<file path="src/rtl/lfia_pkg.sv">
`default_nettype none
// ============================================================================
// Lowest free ID allocator package
// Shared widths, operation and status codes, controller states and the
// command bundle between the controller and the datapath.
// ============================================================================
package lfia_pkg;

    localparam int DEF_NUM_IDS = 64;
    localparam int ADDR_SPACE  = 64;
    localparam int NUMBER_W    = 6;
    localparam int MODE_W      = 2;
    localparam int STATUS_W    = 2;
    localparam int TDATA_W     = 8;
    localparam int GRP_SIZE    = 8;
    localparam int GRP_IDX_W   = 3;

    typedef enum logic [MODE_W-1:0] {
        MODE_REQUEST = 2'd0,
        MODE_CLAIM   = 2'd1,
        MODE_RELEASE = 2'd2,
        MODE_CLEAR   = 2'd3
    } mode_t;

    typedef enum logic [STATUS_W-1:0] {
        ST_DONE  = 2'd0,
        ST_TAKEN = 2'd1,
        ST_FULL  = 2'd2
    } status_t;

    typedef enum logic [2:0] {
        S_IDLE   = 3'b001,
        S_SCAN   = 3'b010,
        S_COMMIT = 3'b100
    } state_t;

    typedef struct packed {
        logic load;
        logic scan;
        logic commit;
    } dp_cmd_t;

    // Only numbers below both the set size and the 6-bit address space exist.
    function automatic int id_limit(input int num_ids);
        int lim;
        begin
            lim = (num_ids < ADDR_SPACE) ? num_ids : ADDR_SPACE;
            return lim;
        end
    endfunction

    // Position of the lowest zero in one group of taken bits.
    function automatic logic [GRP_IDX_W-1:0] first_zero(input logic [GRP_SIZE-1:0] bits);
        logic [GRP_IDX_W-1:0] pos;
        begin
            pos = '0;
            for (int i = GRP_SIZE - 1; i >= 0; i--) begin
                if (!bits[i]) begin
                    pos = GRP_IDX_W'(i);
                end
            end
            return pos;
        end
    endfunction

endpackage
`default_nettype wire

</file>
<file path="src/rtl/lowest_free_id_allocator.sv">
`default_nettype none
// ============================================================================
// Lowest free ID allocator
// Keeps a bitmap of identification numbers in use; hands out the lowest free
// number, claims and releases given numbers, and clears the whole set.
// ============================================================================
//
//  Channel   Direction  tdata                         tuser
//  --------  ---------  ----------------------------  ---------------------
//  s_*       in         [5:0] number, [7:6] zero      [1:0] mode
//  m_*       out        [5:0] granted, [7:6] zero     [1:0] status
//
// Each transaction passes through accept, a search in which every group of
// eight taken bits is reduced to a free flag and a lowest-free position
// (registered), and a commit in which the lowest free group is chosen, the
// bitmap is updated and the result register is loaded. A new transaction
// is accepted in the cycle after a commit, so the allocator takes no new
// transaction while one is still in its search or commit.
// Reset clears the bitmap at once, so no clearing pass follows it.
// A result waits in the output register while m_tready is low; the next
// transaction is still accepted and searched, and holds at commit until the
// waiting result has been taken.
//
// Mode codes: 0 request lowest free, 1 claim number, 2 release number,
// 3 clear all. Status codes: 0 done, 1 number already taken, 2 set full
// (also returned for a claim of a number outside the set).
// ============================================================================
module lowest_free_id_allocator #(
    parameter int NUM_IDS = lfia_pkg::DEF_NUM_IDS
) (
    input  wire logic                             clk,
    input  wire logic                             rst_n,
    input  wire logic                             s_tvalid,
    output logic                                  s_tready,
    input  wire logic [lfia_pkg::TDATA_W-1:0]     s_tdata,   // [5:0] number
    input  wire logic [lfia_pkg::MODE_W-1:0]      s_tuser,   // [1:0] mode
    output logic                                  m_tvalid,
    input  wire logic                             m_tready,
    output logic      [lfia_pkg::TDATA_W-1:0]     m_tdata,   // [5:0] granted
    output logic      [lfia_pkg::STATUS_W-1:0]    m_tuser    // [1:0] status
);

    lfia_pkg::dp_cmd_t                 cmd;
    logic [lfia_pkg::NUMBER_W-1:0]     granted;

    // The controller sequences each transaction and owns the output valid flag.
    lfia_ctrl u_ctrl (
        .clk      (clk),
        .rst_n    (rst_n),
        .s_tvalid (s_tvalid),
        .s_tready (s_tready),
        .m_tvalid (m_tvalid),
        .m_tready (m_tready),
        .cmd      (cmd)
    );

    // The datapath holds the bitmap, the search and the result payload.
    lfia_dpath #(
        .NUM_IDS (NUM_IDS)
    ) u_dpath (
        .clk       (clk),
        .rst_n     (rst_n),
        .cmd       (cmd),
        .in_mode   (s_tuser),
        .in_number (s_tdata[lfia_pkg::NUMBER_W-1:0]),
        .granted   (granted),
        .status    (m_tuser)
    );

    // Upper tdata bits are padding to a whole byte.
    assign m_tdata = {{(lfia_pkg::TDATA_W - lfia_pkg::NUMBER_W){1'b0}}, granted};

endmodule
`default_nettype wire

</file>
<file path="src/rtl/lfia_ctrl.sv">
`default_nettype none
// ============================================================================
// Lowest free ID allocator controller
// Sequences accept, search and commit, and owns the result valid flag.
// ============================================================================
module lfia_ctrl (
    input  wire logic              clk,
    input  wire logic              rst_n,
    input  wire logic              s_tvalid,
    output logic                   s_tready,
    output logic                   m_tvalid,
    input  wire logic              m_tready,
    output lfia_pkg::dp_cmd_t      cmd
);

    lfia_pkg::state_t state_reg, state_next;
    logic             m_tvalid_reg, m_tvalid_next;
    logic             out_free;

    assign out_free = !m_tvalid_reg || m_tready;
    assign s_tready = (state_reg == lfia_pkg::S_IDLE);
    assign m_tvalid = m_tvalid_reg;

    always_comb
    begin
        state_next = state_reg;
        cmd        = '0;
        case (state_reg)
            lfia_pkg::S_IDLE:
            begin
                if (s_tvalid)
                begin
                    cmd.load   = 1'b1;
                    state_next = lfia_pkg::S_SCAN;
                end
            end
            lfia_pkg::S_SCAN:
            begin
                cmd.scan   = 1'b1;
                state_next = lfia_pkg::S_COMMIT;
            end
            lfia_pkg::S_COMMIT:
            begin
                if (out_free)
                begin
                    cmd.commit = 1'b1;
                    state_next = lfia_pkg::S_IDLE;
                end
            end
            default:
            begin
                state_next = lfia_pkg::S_IDLE;
            end
        endcase
    end

    always_comb
    begin
        if (cmd.commit)
        begin
            m_tvalid_next = 1'b1;
        end
        else if (m_tready)
        begin
            m_tvalid_next = 1'b0;
        end
        else
        begin
            m_tvalid_next = m_tvalid_reg;
        end
    end

    always_ff @(posedge clk or negedge rst_n)
    begin
        if (!rst_n)
        begin
            state_reg    <= lfia_pkg::S_IDLE;
            m_tvalid_reg <= 1'b0;
        end
        else
        begin
            state_reg    <= state_next;
            m_tvalid_reg <= m_tvalid_next;
        end
    end

`ifndef NO_ASSERTIONS
    // An accepted transaction always moves on to the search.
    a_accept_scan: assert property (@(posedge clk) disable iff (!rst_n)
        (s_tvalid && s_tready) |=> (state_reg == lfia_pkg::S_SCAN))
        else $error("accepted transaction did not enter the search");

    // The search state always hands over directly to the commit state.
    a_scan_commit: assert property (@(posedge clk) disable iff (!rst_n)
        (state_reg == lfia_pkg::S_SCAN) |=> (state_reg == lfia_pkg::S_COMMIT))
        else $error("search did not hand over to commit");

    // A commit never overwrites a result still waiting to be taken.
    a_no_overwrite: assert property (@(posedge clk) disable iff (!rst_n)
        (m_tvalid && !m_tready) |-> !cmd.commit)
        else $error("commit overwrote a pending result");

    // A commit leaves a valid result and returns to idle.
    a_commit_result: assert property (@(posedge clk) disable iff (!rst_n)
        cmd.commit |=> (m_tvalid && state_reg == lfia_pkg::S_IDLE))
        else $error("commit did not present a result");
`endif

endmodule
`default_nettype wire

</file>
<file path="src/rtl/lfia_dpath.sv">
`default_nettype none
// ============================================================================
// Lowest free ID allocator datapath
// Holds the taken bitmap, the two-stage lowest-free search and the result
// register.
// ============================================================================
module lfia_dpath #(
    parameter int NUM_IDS = lfia_pkg::DEF_NUM_IDS
) (
    input  wire logic                            clk,
    input  wire logic                            rst_n,
    input  wire lfia_pkg::dp_cmd_t               cmd,
    input  wire logic [lfia_pkg::MODE_W-1:0]     in_mode,
    input  wire logic [lfia_pkg::NUMBER_W-1:0]   in_number,
    output logic      [lfia_pkg::NUMBER_W-1:0]   granted,
    output logic      [lfia_pkg::STATUS_W-1:0]   status
);

    localparam int ID_LIMIT = lfia_pkg::id_limit(NUM_IDS);
    localparam int NUM_GRP  = (ID_LIMIT + lfia_pkg::GRP_SIZE - 1) / lfia_pkg::GRP_SIZE;
    localparam int PAD_W    = NUM_GRP * lfia_pkg::GRP_SIZE;

    logic [ID_LIMIT-1:0]                 taken_reg, taken_next;
    lfia_pkg::mode_t                     mode_reg;
    logic [lfia_pkg::NUMBER_W-1:0]       num_reg;
    logic [lfia_pkg::NUMBER_W-1:0]       granted_reg, granted_next;
    lfia_pkg::status_t                   status_reg, status_next;

    logic [PAD_W-1:0]                    padded;
    logic [NUM_GRP-1:0]                  grp_free_reg;
    logic [lfia_pkg::GRP_IDX_W-1:0]      grp_idx_reg [NUM_GRP];

    logic                                found;
    logic [lfia_pkg::NUMBER_W-1:0]       grant_id;
    logic [ID_LIMIT-1:0]                 grant_dec;
    logic [ID_LIMIT-1:0]                 num_dec;
    logic                                num_in_range;
    logic                                num_busy;

    // Bits past the end of the set read as taken so the search never picks them.
    always_comb
    begin
        padded                 = '1;
        padded[ID_LIMIT-1:0]   = taken_reg;
    end

    // Second stage: pick the lowest group that has a free bit.
    always_comb
    begin
        found    = 1'b0;
        grant_id = '0;
        for (int g = NUM_GRP - 1; g >= 0; g--)
        begin
            if (grp_free_reg[g])
            begin
                found    = 1'b1;
                grant_id = lfia_pkg::NUMBER_W'(g * lfia_pkg::GRP_SIZE)
                         + lfia_pkg::NUMBER_W'(grp_idx_reg[g]);
            end
        end
    end

    always_comb
    begin
        for (int i = 0; i < ID_LIMIT; i++)
        begin
            grant_dec[i] = (grant_id == lfia_pkg::NUMBER_W'(i));
            num_dec[i]   = (num_reg == lfia_pkg::NUMBER_W'(i));
        end
    end

    assign num_in_range = |num_dec;
    assign num_busy     = |(taken_reg & num_dec);

    always_comb
    begin
        taken_next   = taken_reg;
        granted_next = num_reg;
        status_next  = lfia_pkg::ST_DONE;
        case (mode_reg)
            lfia_pkg::MODE_REQUEST:
            begin
                if (found)
                begin
                    taken_next   = taken_reg | grant_dec;
                    granted_next = grant_id;
                end
                else
                begin
                    granted_next = '0;
                    status_next  = lfia_pkg::ST_FULL;
                end
            end
            lfia_pkg::MODE_CLAIM:
            begin
                if (!num_in_range)
                begin
                    status_next = lfia_pkg::ST_FULL;
                end
                else if (num_busy)
                begin
                    status_next = lfia_pkg::ST_TAKEN;
                end
                else
                begin
                    taken_next = taken_reg | num_dec;
                end
            end
            lfia_pkg::MODE_RELEASE:
            begin
                taken_next = taken_reg & ~num_dec;
            end
            lfia_pkg::MODE_CLEAR:
            begin
                taken_next = '0;
            end
            default:
            begin
                taken_next = taken_reg;
            end
        endcase
    end

    always_ff @(posedge clk or negedge rst_n)
    begin
        if (!rst_n)
        begin
            taken_reg <= '0;
        end
        else if (cmd.commit)
        begin
            taken_reg <= taken_next;
        end
    end

    always_ff @(posedge clk)
    begin
        if (cmd.load)
        begin
            mode_reg <= lfia_pkg::mode_t'(in_mode);
            num_reg  <= in_number;
        end
        if (cmd.scan)
        begin
            for (int g = 0; g < NUM_GRP; g++)
            begin
                grp_free_reg[g] <= ~&padded[g*lfia_pkg::GRP_SIZE +: lfia_pkg::GRP_SIZE];
                grp_idx_reg[g]  <= lfia_pkg::first_zero(
                                       padded[g*lfia_pkg::GRP_SIZE +: lfia_pkg::GRP_SIZE]);
            end
        end
        if (cmd.commit)
        begin
            granted_reg <= granted_next;
            status_reg  <= status_next;
        end
    end

    assign granted = granted_reg;
    assign status  = status_reg;

endmodule
`default_nettype wire
</file>
<file path="config.mk">
export PLATFORM = sky130hd
export DESIGN_NAME = lowest_free_id_allocator
export DESIGN_NICKNAME = d
export VERILOG_FILES = /design/src/rtl/lfia_pkg.sv /design/src/rtl/lowest_free_id_allocator.sv /design/src/rtl/lfia_ctrl.sv /design/src/rtl/lfia_dpath.sv
export SDC_FILE = /design/constraint.sdc
export NUM_CORES = 1
export LEC_CHECK = 0
export BUFFER_PORTS_ARGS = -buffer_cell sky130_fd_sc_hd__buf_2
export CORE_ASPECT_RATIO = 0.9
export CORE_UTILIZATION = 45
export DETAILED_ROUTE_END_ITERATION = 10
export SLEW_MARGIN = 30
export SYNTH_ARGS = -nofsm -noshare
export SYNTH_HDL_FRONTEND = slang
export SYNTH_HIERARCHICAL = 1
export SYNTH_SLANG_ARGS = --single-unit
</file>
<file path="constraint.sdc">
create_clock -name clk -period 4.15 [get_ports clk]
set_clock_uncertainty 0.15 [all_clocks]
set_input_delay 0.2075 -clock clk [delete_from_list [all_inputs] [get_ports clk]]
set_output_delay 0.2075 -clock clk [all_outputs]
set_load 0.02 [all_outputs]
</file>
### Yosys cells after proc, flatten, opt, wreduce, memory -nomap -nowiden

Memories as Yosys holds them, arrays and structs flattened.
Index checks and enable logic that the tools add are counted.

* add/sub/neg operators: 7
* equal/unequal tests: 137
* multiplexer cells: 110
* bitwise logic cells: 5
* reductions and logical operators: 26

Operator list (count)
* 6-bit == test, second input constant: 64
* 64-bit one-hot mux with 4 select lines: 1
* 3-bit 2-to-1 mux: 74
* 6-bit by 5-bit == test with 1-bit output, second input constant: 32
* 64-bit 2-to-1 mux: 3
* 64-bit AND: 2
* 64-bit OR: 2
* 64-bit OR reduction: 2
* 6-bit by 4-bit == test with 1-bit output, second input constant: 16
* 64-bit inverter: 1
* 8-bit AND reduction: 8
* 6-bit 2-to-1 mux: 10
* 6-bit by 3-bit == test with 1-bit output, second input constant: 8
* 6-bit by 2-bit == test with 1-bit output, second input constant: 4
* 1-bit 2-to-1 mux: 18
* 5-bit by 3-bit adder with 6-bit output, first input constant: 2
* 6-bit by 3-bit adder with 6-bit output, first input constant: 2
* 6-bit by 1-bit == test with 1-bit output, second input constant: 2
* 6-bit logical NOT: 2
* 1-bit logical NOT: 9
* 3-bit one-hot mux with 3 select lines: 1
* 5-bit by 4-bit adder with 6-bit output, first input constant: 1
* 2-bit by 1-bit != test with 1-bit output, second input constant: 3
* 4-bit by 3-bit adder with 5-bit output, first input constant: 1
* other kinds (14): 17

* register bits: 92
* bits in writable memories: 24
* input port bits: 14
* output and inout bits: 12
* logic and storage cells: 294
* memories: 1

Memory list
* u_dpath.grp_idx_reg: depth 8, width 3, rd ports 8, clocked after Yosys merged registers in 0, wr ports 8, RTL line lfia_dpath.sv:31 `logic [lfia_pkg::GRP_IDX_W-1:0] grp_idx_reg [NUM_GRP];`

### Logic depth before layout (Yosys ltp)

An unclocked memory read counts as a cell.

* depth after elaboration: 14
* mapped depth: 13
* gate-level depth less buffers: 7

### By module

Netlist, hierarchy kept.

Modules (own cells, without submodules)
* lfia_dpath: times used 1, cells an instance 820, area an instance 7028.0 um2, sequential area each 3042.9 um2
* lfia_ctrl: times used 1, cells an instance 20, area an instance 229.0 um2, sequential area each 101.3 um2
* lowest_free_id_allocator: times used 1, cells an instance 3, area an instance 18.8 um2, sequential area each 0.0 um2

### Worst setup path before layout

Ideal clock, no wire load.

* path kind: reg-to-reg
* start: register u_dpath/num_reg[2] (netlist name)
* end: register u_dpath.taken_reg[24], in the netlist u_dpath/padded[24]
* library setup time: 0.076 ns
* arrival time: 2.768 ns
* required time: 3.924 ns
* setup slack: 1.156 ns
* stages on the path, launching flop included: 12
* path buffers: 4
* clock period less this slack: 2.994 ns
* path through: edfxtp_1 -> buf_6 -> nor4bb_1 -> buf_2 -> a32o_1 -> mux2_2 -> or4_4 -> a2111oi_4 -> a31oi_2 -> buf_6 -> buf_6 -> o21ai_2

* cells in the longest elaborated chain, start to end: 5
* elaborated cells on any way between the ends: 76
* those cells by class: 65 x eq/ne; 3 x mux; 4 x bitwise; 4 x reduce/logical

Ends and longest elaborated chain
* start: declaration: RTL line lfia_dpath.sv:25 `logic [lfia_pkg::NUMBER_W-1:0] num_reg;`
* start signal: assignment: RTL line lfia_dpath.sv:141 `num_reg <= in_number;`
* 6-bit by 1-bit == test with 1-bit output (tied with other cells): RTL line lfia_dpath.sv:68 `num_dec[i] = (num_reg == lfia_pkg::NUMBER_W'(i));`
* 64-bit AND or 64-bit OR (tied branches): RTL line lfia_dpath.sv:73, lfia_dpath.sv:106
* 64-bit OR reduction or 64-bit 2-to-1 mux (tied branches): RTL line lfia_dpath.sv:73, lfia_dpath.sv:100
* 2-bit != test (no line) or 64-bit 2-to-1 mux (tied branches)
* 4-bit AND reduction (no line) or 64-bit one-hot mux with 4 select lines (tied branches)
* end signal: assignment: RTL line lfia_dpath.sv:132 `taken_reg <= taken_next;`
* end: declaration: RTL line lfia_dpath.sv:23 `logic [ID_LIMIT-1:0] taken_reg, taken_next;`

Several ways; a longest one is shown, not always the timed one. The select of a mux whose other input is x is not followed.
A chain may end at the register's enable or synchronous reset.

### Worst setup path after layout

* start: register u_dpath/num_reg[0] (netlist name)
* end: register u_dpath.taken_reg[11], in the netlist u_dpath/padded[11]

Same word-level chain as after synthesis.

==> results.py <==
metrics = {
    "synth": {
        "synth-simple-area-share_pct": 18.9,
        "ys.warnings.count": 6,
        "synthMuxAreaShare_pct": 2.36,
        "post-synth-top-count-cell": "o21ai_0",
        "yosys_most_used_dff": "dfrtp_1",
        "ys_seq_area_share_pct": 43.2,
        "synthAdderAreaFrac_pct": 0,
        "avgSynthCellArea_um2": 8.63,
        "ys_seq_elements": 116,
        "synthTopCellsByArea": "dfrtp_1, edfxtp_1, o21ai_0",
        "synth_top_area_share_pct": 23.0,
        "synthXorXnorAreaFrac_pct": 0,
        "synth_top_family_by_area": "compound AO/OA/AOI/OAI gates",
        "async_flop_share_pct": 58.6,
        "synthesis.instances": 843,
        "synth_edf_count": 48,
        "synth_area_mm2": 0.00728,
        "synth-compound-area-share_pct": 29.6,
        "yosysUniqueCellTypes": 77,
        "yosys.area.top_type": "dfrtp_1",
        "synth_common_cells": "o21ai_0, nand2_1, a21oi_1",
    },
    "setup_path": {
        "setup.worst_path.class": "flop to flop",
        "r2r_slack_ps": 510,
        "start_kind": "flop",
        "r2r_start": "u_dpath/num_reg[0]",
        "cp_max_fo": 38,
        "cp.required_ps": 4340,
        "reg2reg_depth": 9,
        "worst-endpoint-arrival_ps": 3830,
        "critPathCaptureType": "flop",
        "reg2reg_to": "u_dpath/padded[11]",
    },
    "placement": {
        "dp_hpwl_um": 17400,
        "portBuffers": 21,
        "gp_congestion": 0.980,
        "dp_worst_setup_slack_ps": 605,
        "placed_area_mm2": 0.00756,
    },
    "clocking": {
        "cts_tree": "yes",
        "cts.repair.resized": 0,
        "cts_root_buffer": "clkbuf_16",
        "clkSinkCount": 116,
        "cts_buffer_depth": 2,
        "cts_setup_buffers": 0,
        "htree_levels": 4,
        "insertion_delay_ps": 430,
        "clkSlewWorstSetupHoldPaths_ps": 60,
        "cts_made_buffers": 17,
        "cts-hold-fix-buffers": 11,
    },
    "sta": {
        "finalHoldViolations": 0,
        "tns_ps": 0,
        "rsz0062_at_grt": "false",
        "tightest_slew_ps": 1040,
        "period_minus_slack_ps": 3640,
        "fmax_mhz": 275,
        "slew_headroom_pct": 31.0,
        "whs_ps": 184,
        "period_share_pct": 87.8,
        "setup_slack_ps": 507,
        "finalSetupViolations": 0,
        "maxSlewViolCount": 0,
    },
    "die": {
        "ios": 26,
        "start_util_pct": 46.6,
        "fp.dieH_um": 123,
        "coreArea_mm2": 0.0156,
        "die_x_um": 136,
        "die_area_mm2": 0.0167,
        "fp-row-count": 43,
    },
    "layout": {
        "final_area_mm2": 0.00830,
        "syn_to_final_growth_pct": 14.1,
        "diodes": 0,
        "largest_reg_flops": 64,
        "nNetsFinal": 862,
        "drive_gt1_share_pct": 14.6,
    },
    "global_routing": {
        "grt_max_degree": 65,
        "grtUsageTotal_pct": 31.4,
        "grt_pass1_vias": 6388,
        "antenna_found_initial": 0,
        "grt_overflow_total": 0,
        "grt_pass1_wl_um": 37900,
    },
    "outcome": {
        "outcome": "finished clean",
    },
    "power": {
        "power_leakage_nw": 2.92,
        "power_density_mw_per_mm2": 468,
        "vdd_drop_max_v": 0.000306,
    },
    "routing": {
        "via_per_inst": 6.63,
        "wl_per_cell_um": 23.5,
        "vias": 7049,
        "drc_errors": 0,
        "ant_nets": 0,
        "first_iter_violations": 941,
        "dr.pass1.iters": 6,
        "drt-total-wl_um": 25000,
    },
    "flow_run": {
        "maxCapViolCount": 0,
    },
    "min_path": {
        "hold_class": "primary input to asynchronous set/reset pin",
    },
}
-- where the power goes --
part / internal, mW / switching, mW / leakage [nW] / total, mW
Sequential: 1.33 / 0.145 / 1.35 / 1.47
Clock: 1.02 / 0.547 / 0.295 / 1.56
Combinational: 0.269 / 0.578 / 1.27 / 0.846
-- per-layer routing --
layer	vias to the layer above	global-route usage, %	wire, um
li1	3140	-	-
met1	3390	43.8	10600
met2	464	46.9	11000
met3	55	7.52	2730
met4	0	12.4	753
met5	-	0	0
-- critical path, stage by stage, from the launching register on --
cell       delay (ps)
edfxtp_1          850
buf_4             310
nor4b_1            70
buf_4             190
a2111oi_0         610
o21ai_0           250
a2111oi_4         410
a31oi_4           140
buf_4             300
o21ai_0           230
-- stage by stage --
| stage | total power, mW | std cells | util [%] |
|---|---|---|---|
| floorplan | 2.00 | 844 | - |
| global placement | 2.27 | 1020 | 48.4 |
| detailed placement | 2.30 | 1020 | 48.4 |
| CTS | 3.86 | 1063 | 53.2 |
| global route | 4.01 | 1063 | 53.2 |
| finish | 3.88 | 1063 | 53.2 |
-- placed cells by master, fill, tap and decap left out, types with 6 or more instances in the layout --
cell type	count
a21boi_0	8
a21oi_1	81
a221oi_1	6
a22oi_1	60
a31oi_1	10
and2_1	10
buf_2	20
buf_4	32
clkbuf_16	17
dfrtp_1	67
dlygate4sd3_1	11
edfxtp_1	48
inv_1	20
mux2i_1	7
nand2_1	90
nand2b_1	14
nand3_1	11
nor2_1	49
nor2b_1	12
nor3_1	23
o21ai_0	130
o21ai_2	10
o31ai_1	6
-- how the worst max path moves through the flow --
stage | from | end | slack (ps) | depth (start not counted)
floorplan | u_dpath/num_reg[2] | u_dpath/padded[24] | 1160 | 11
global placement | u_dpath/num_reg[4] | u_dpath/padded[14] | 690 | 8
detailed placement | u_dpath/num_reg[0] | u_dpath/padded[11] | 600 | 8
CTS | u_dpath/num_reg[0] | u_dpath/padded[11] | 580 | 8
global route | u_dpath/num_reg[0] | u_dpath/padded[11] | 350 | 9
finish | u_dpath/num_reg[0] | u_dpath/padded[11] | 510 | 9
-- cell type report --
class / count / area [um2]
Fill cell: 1411 / 7300
Timing Repair Buffer: 64 / 470
Clock buffer: 19 / 443
Inverter: 20 / 75.1
Multi-Input combinational cell: 629 / 3730
Tap cell: 202 / 253
Sequential cell: 116 / 3140
Clock inverter: 13 / 183
-- kinds of logic after synthesis --
logic type,Yosys count
other cells,1
flops,116
mux,14
compound gates,348
simple gates,265
buf+inv,99
No activity file was read; power rests on OpenSTA's default activity.
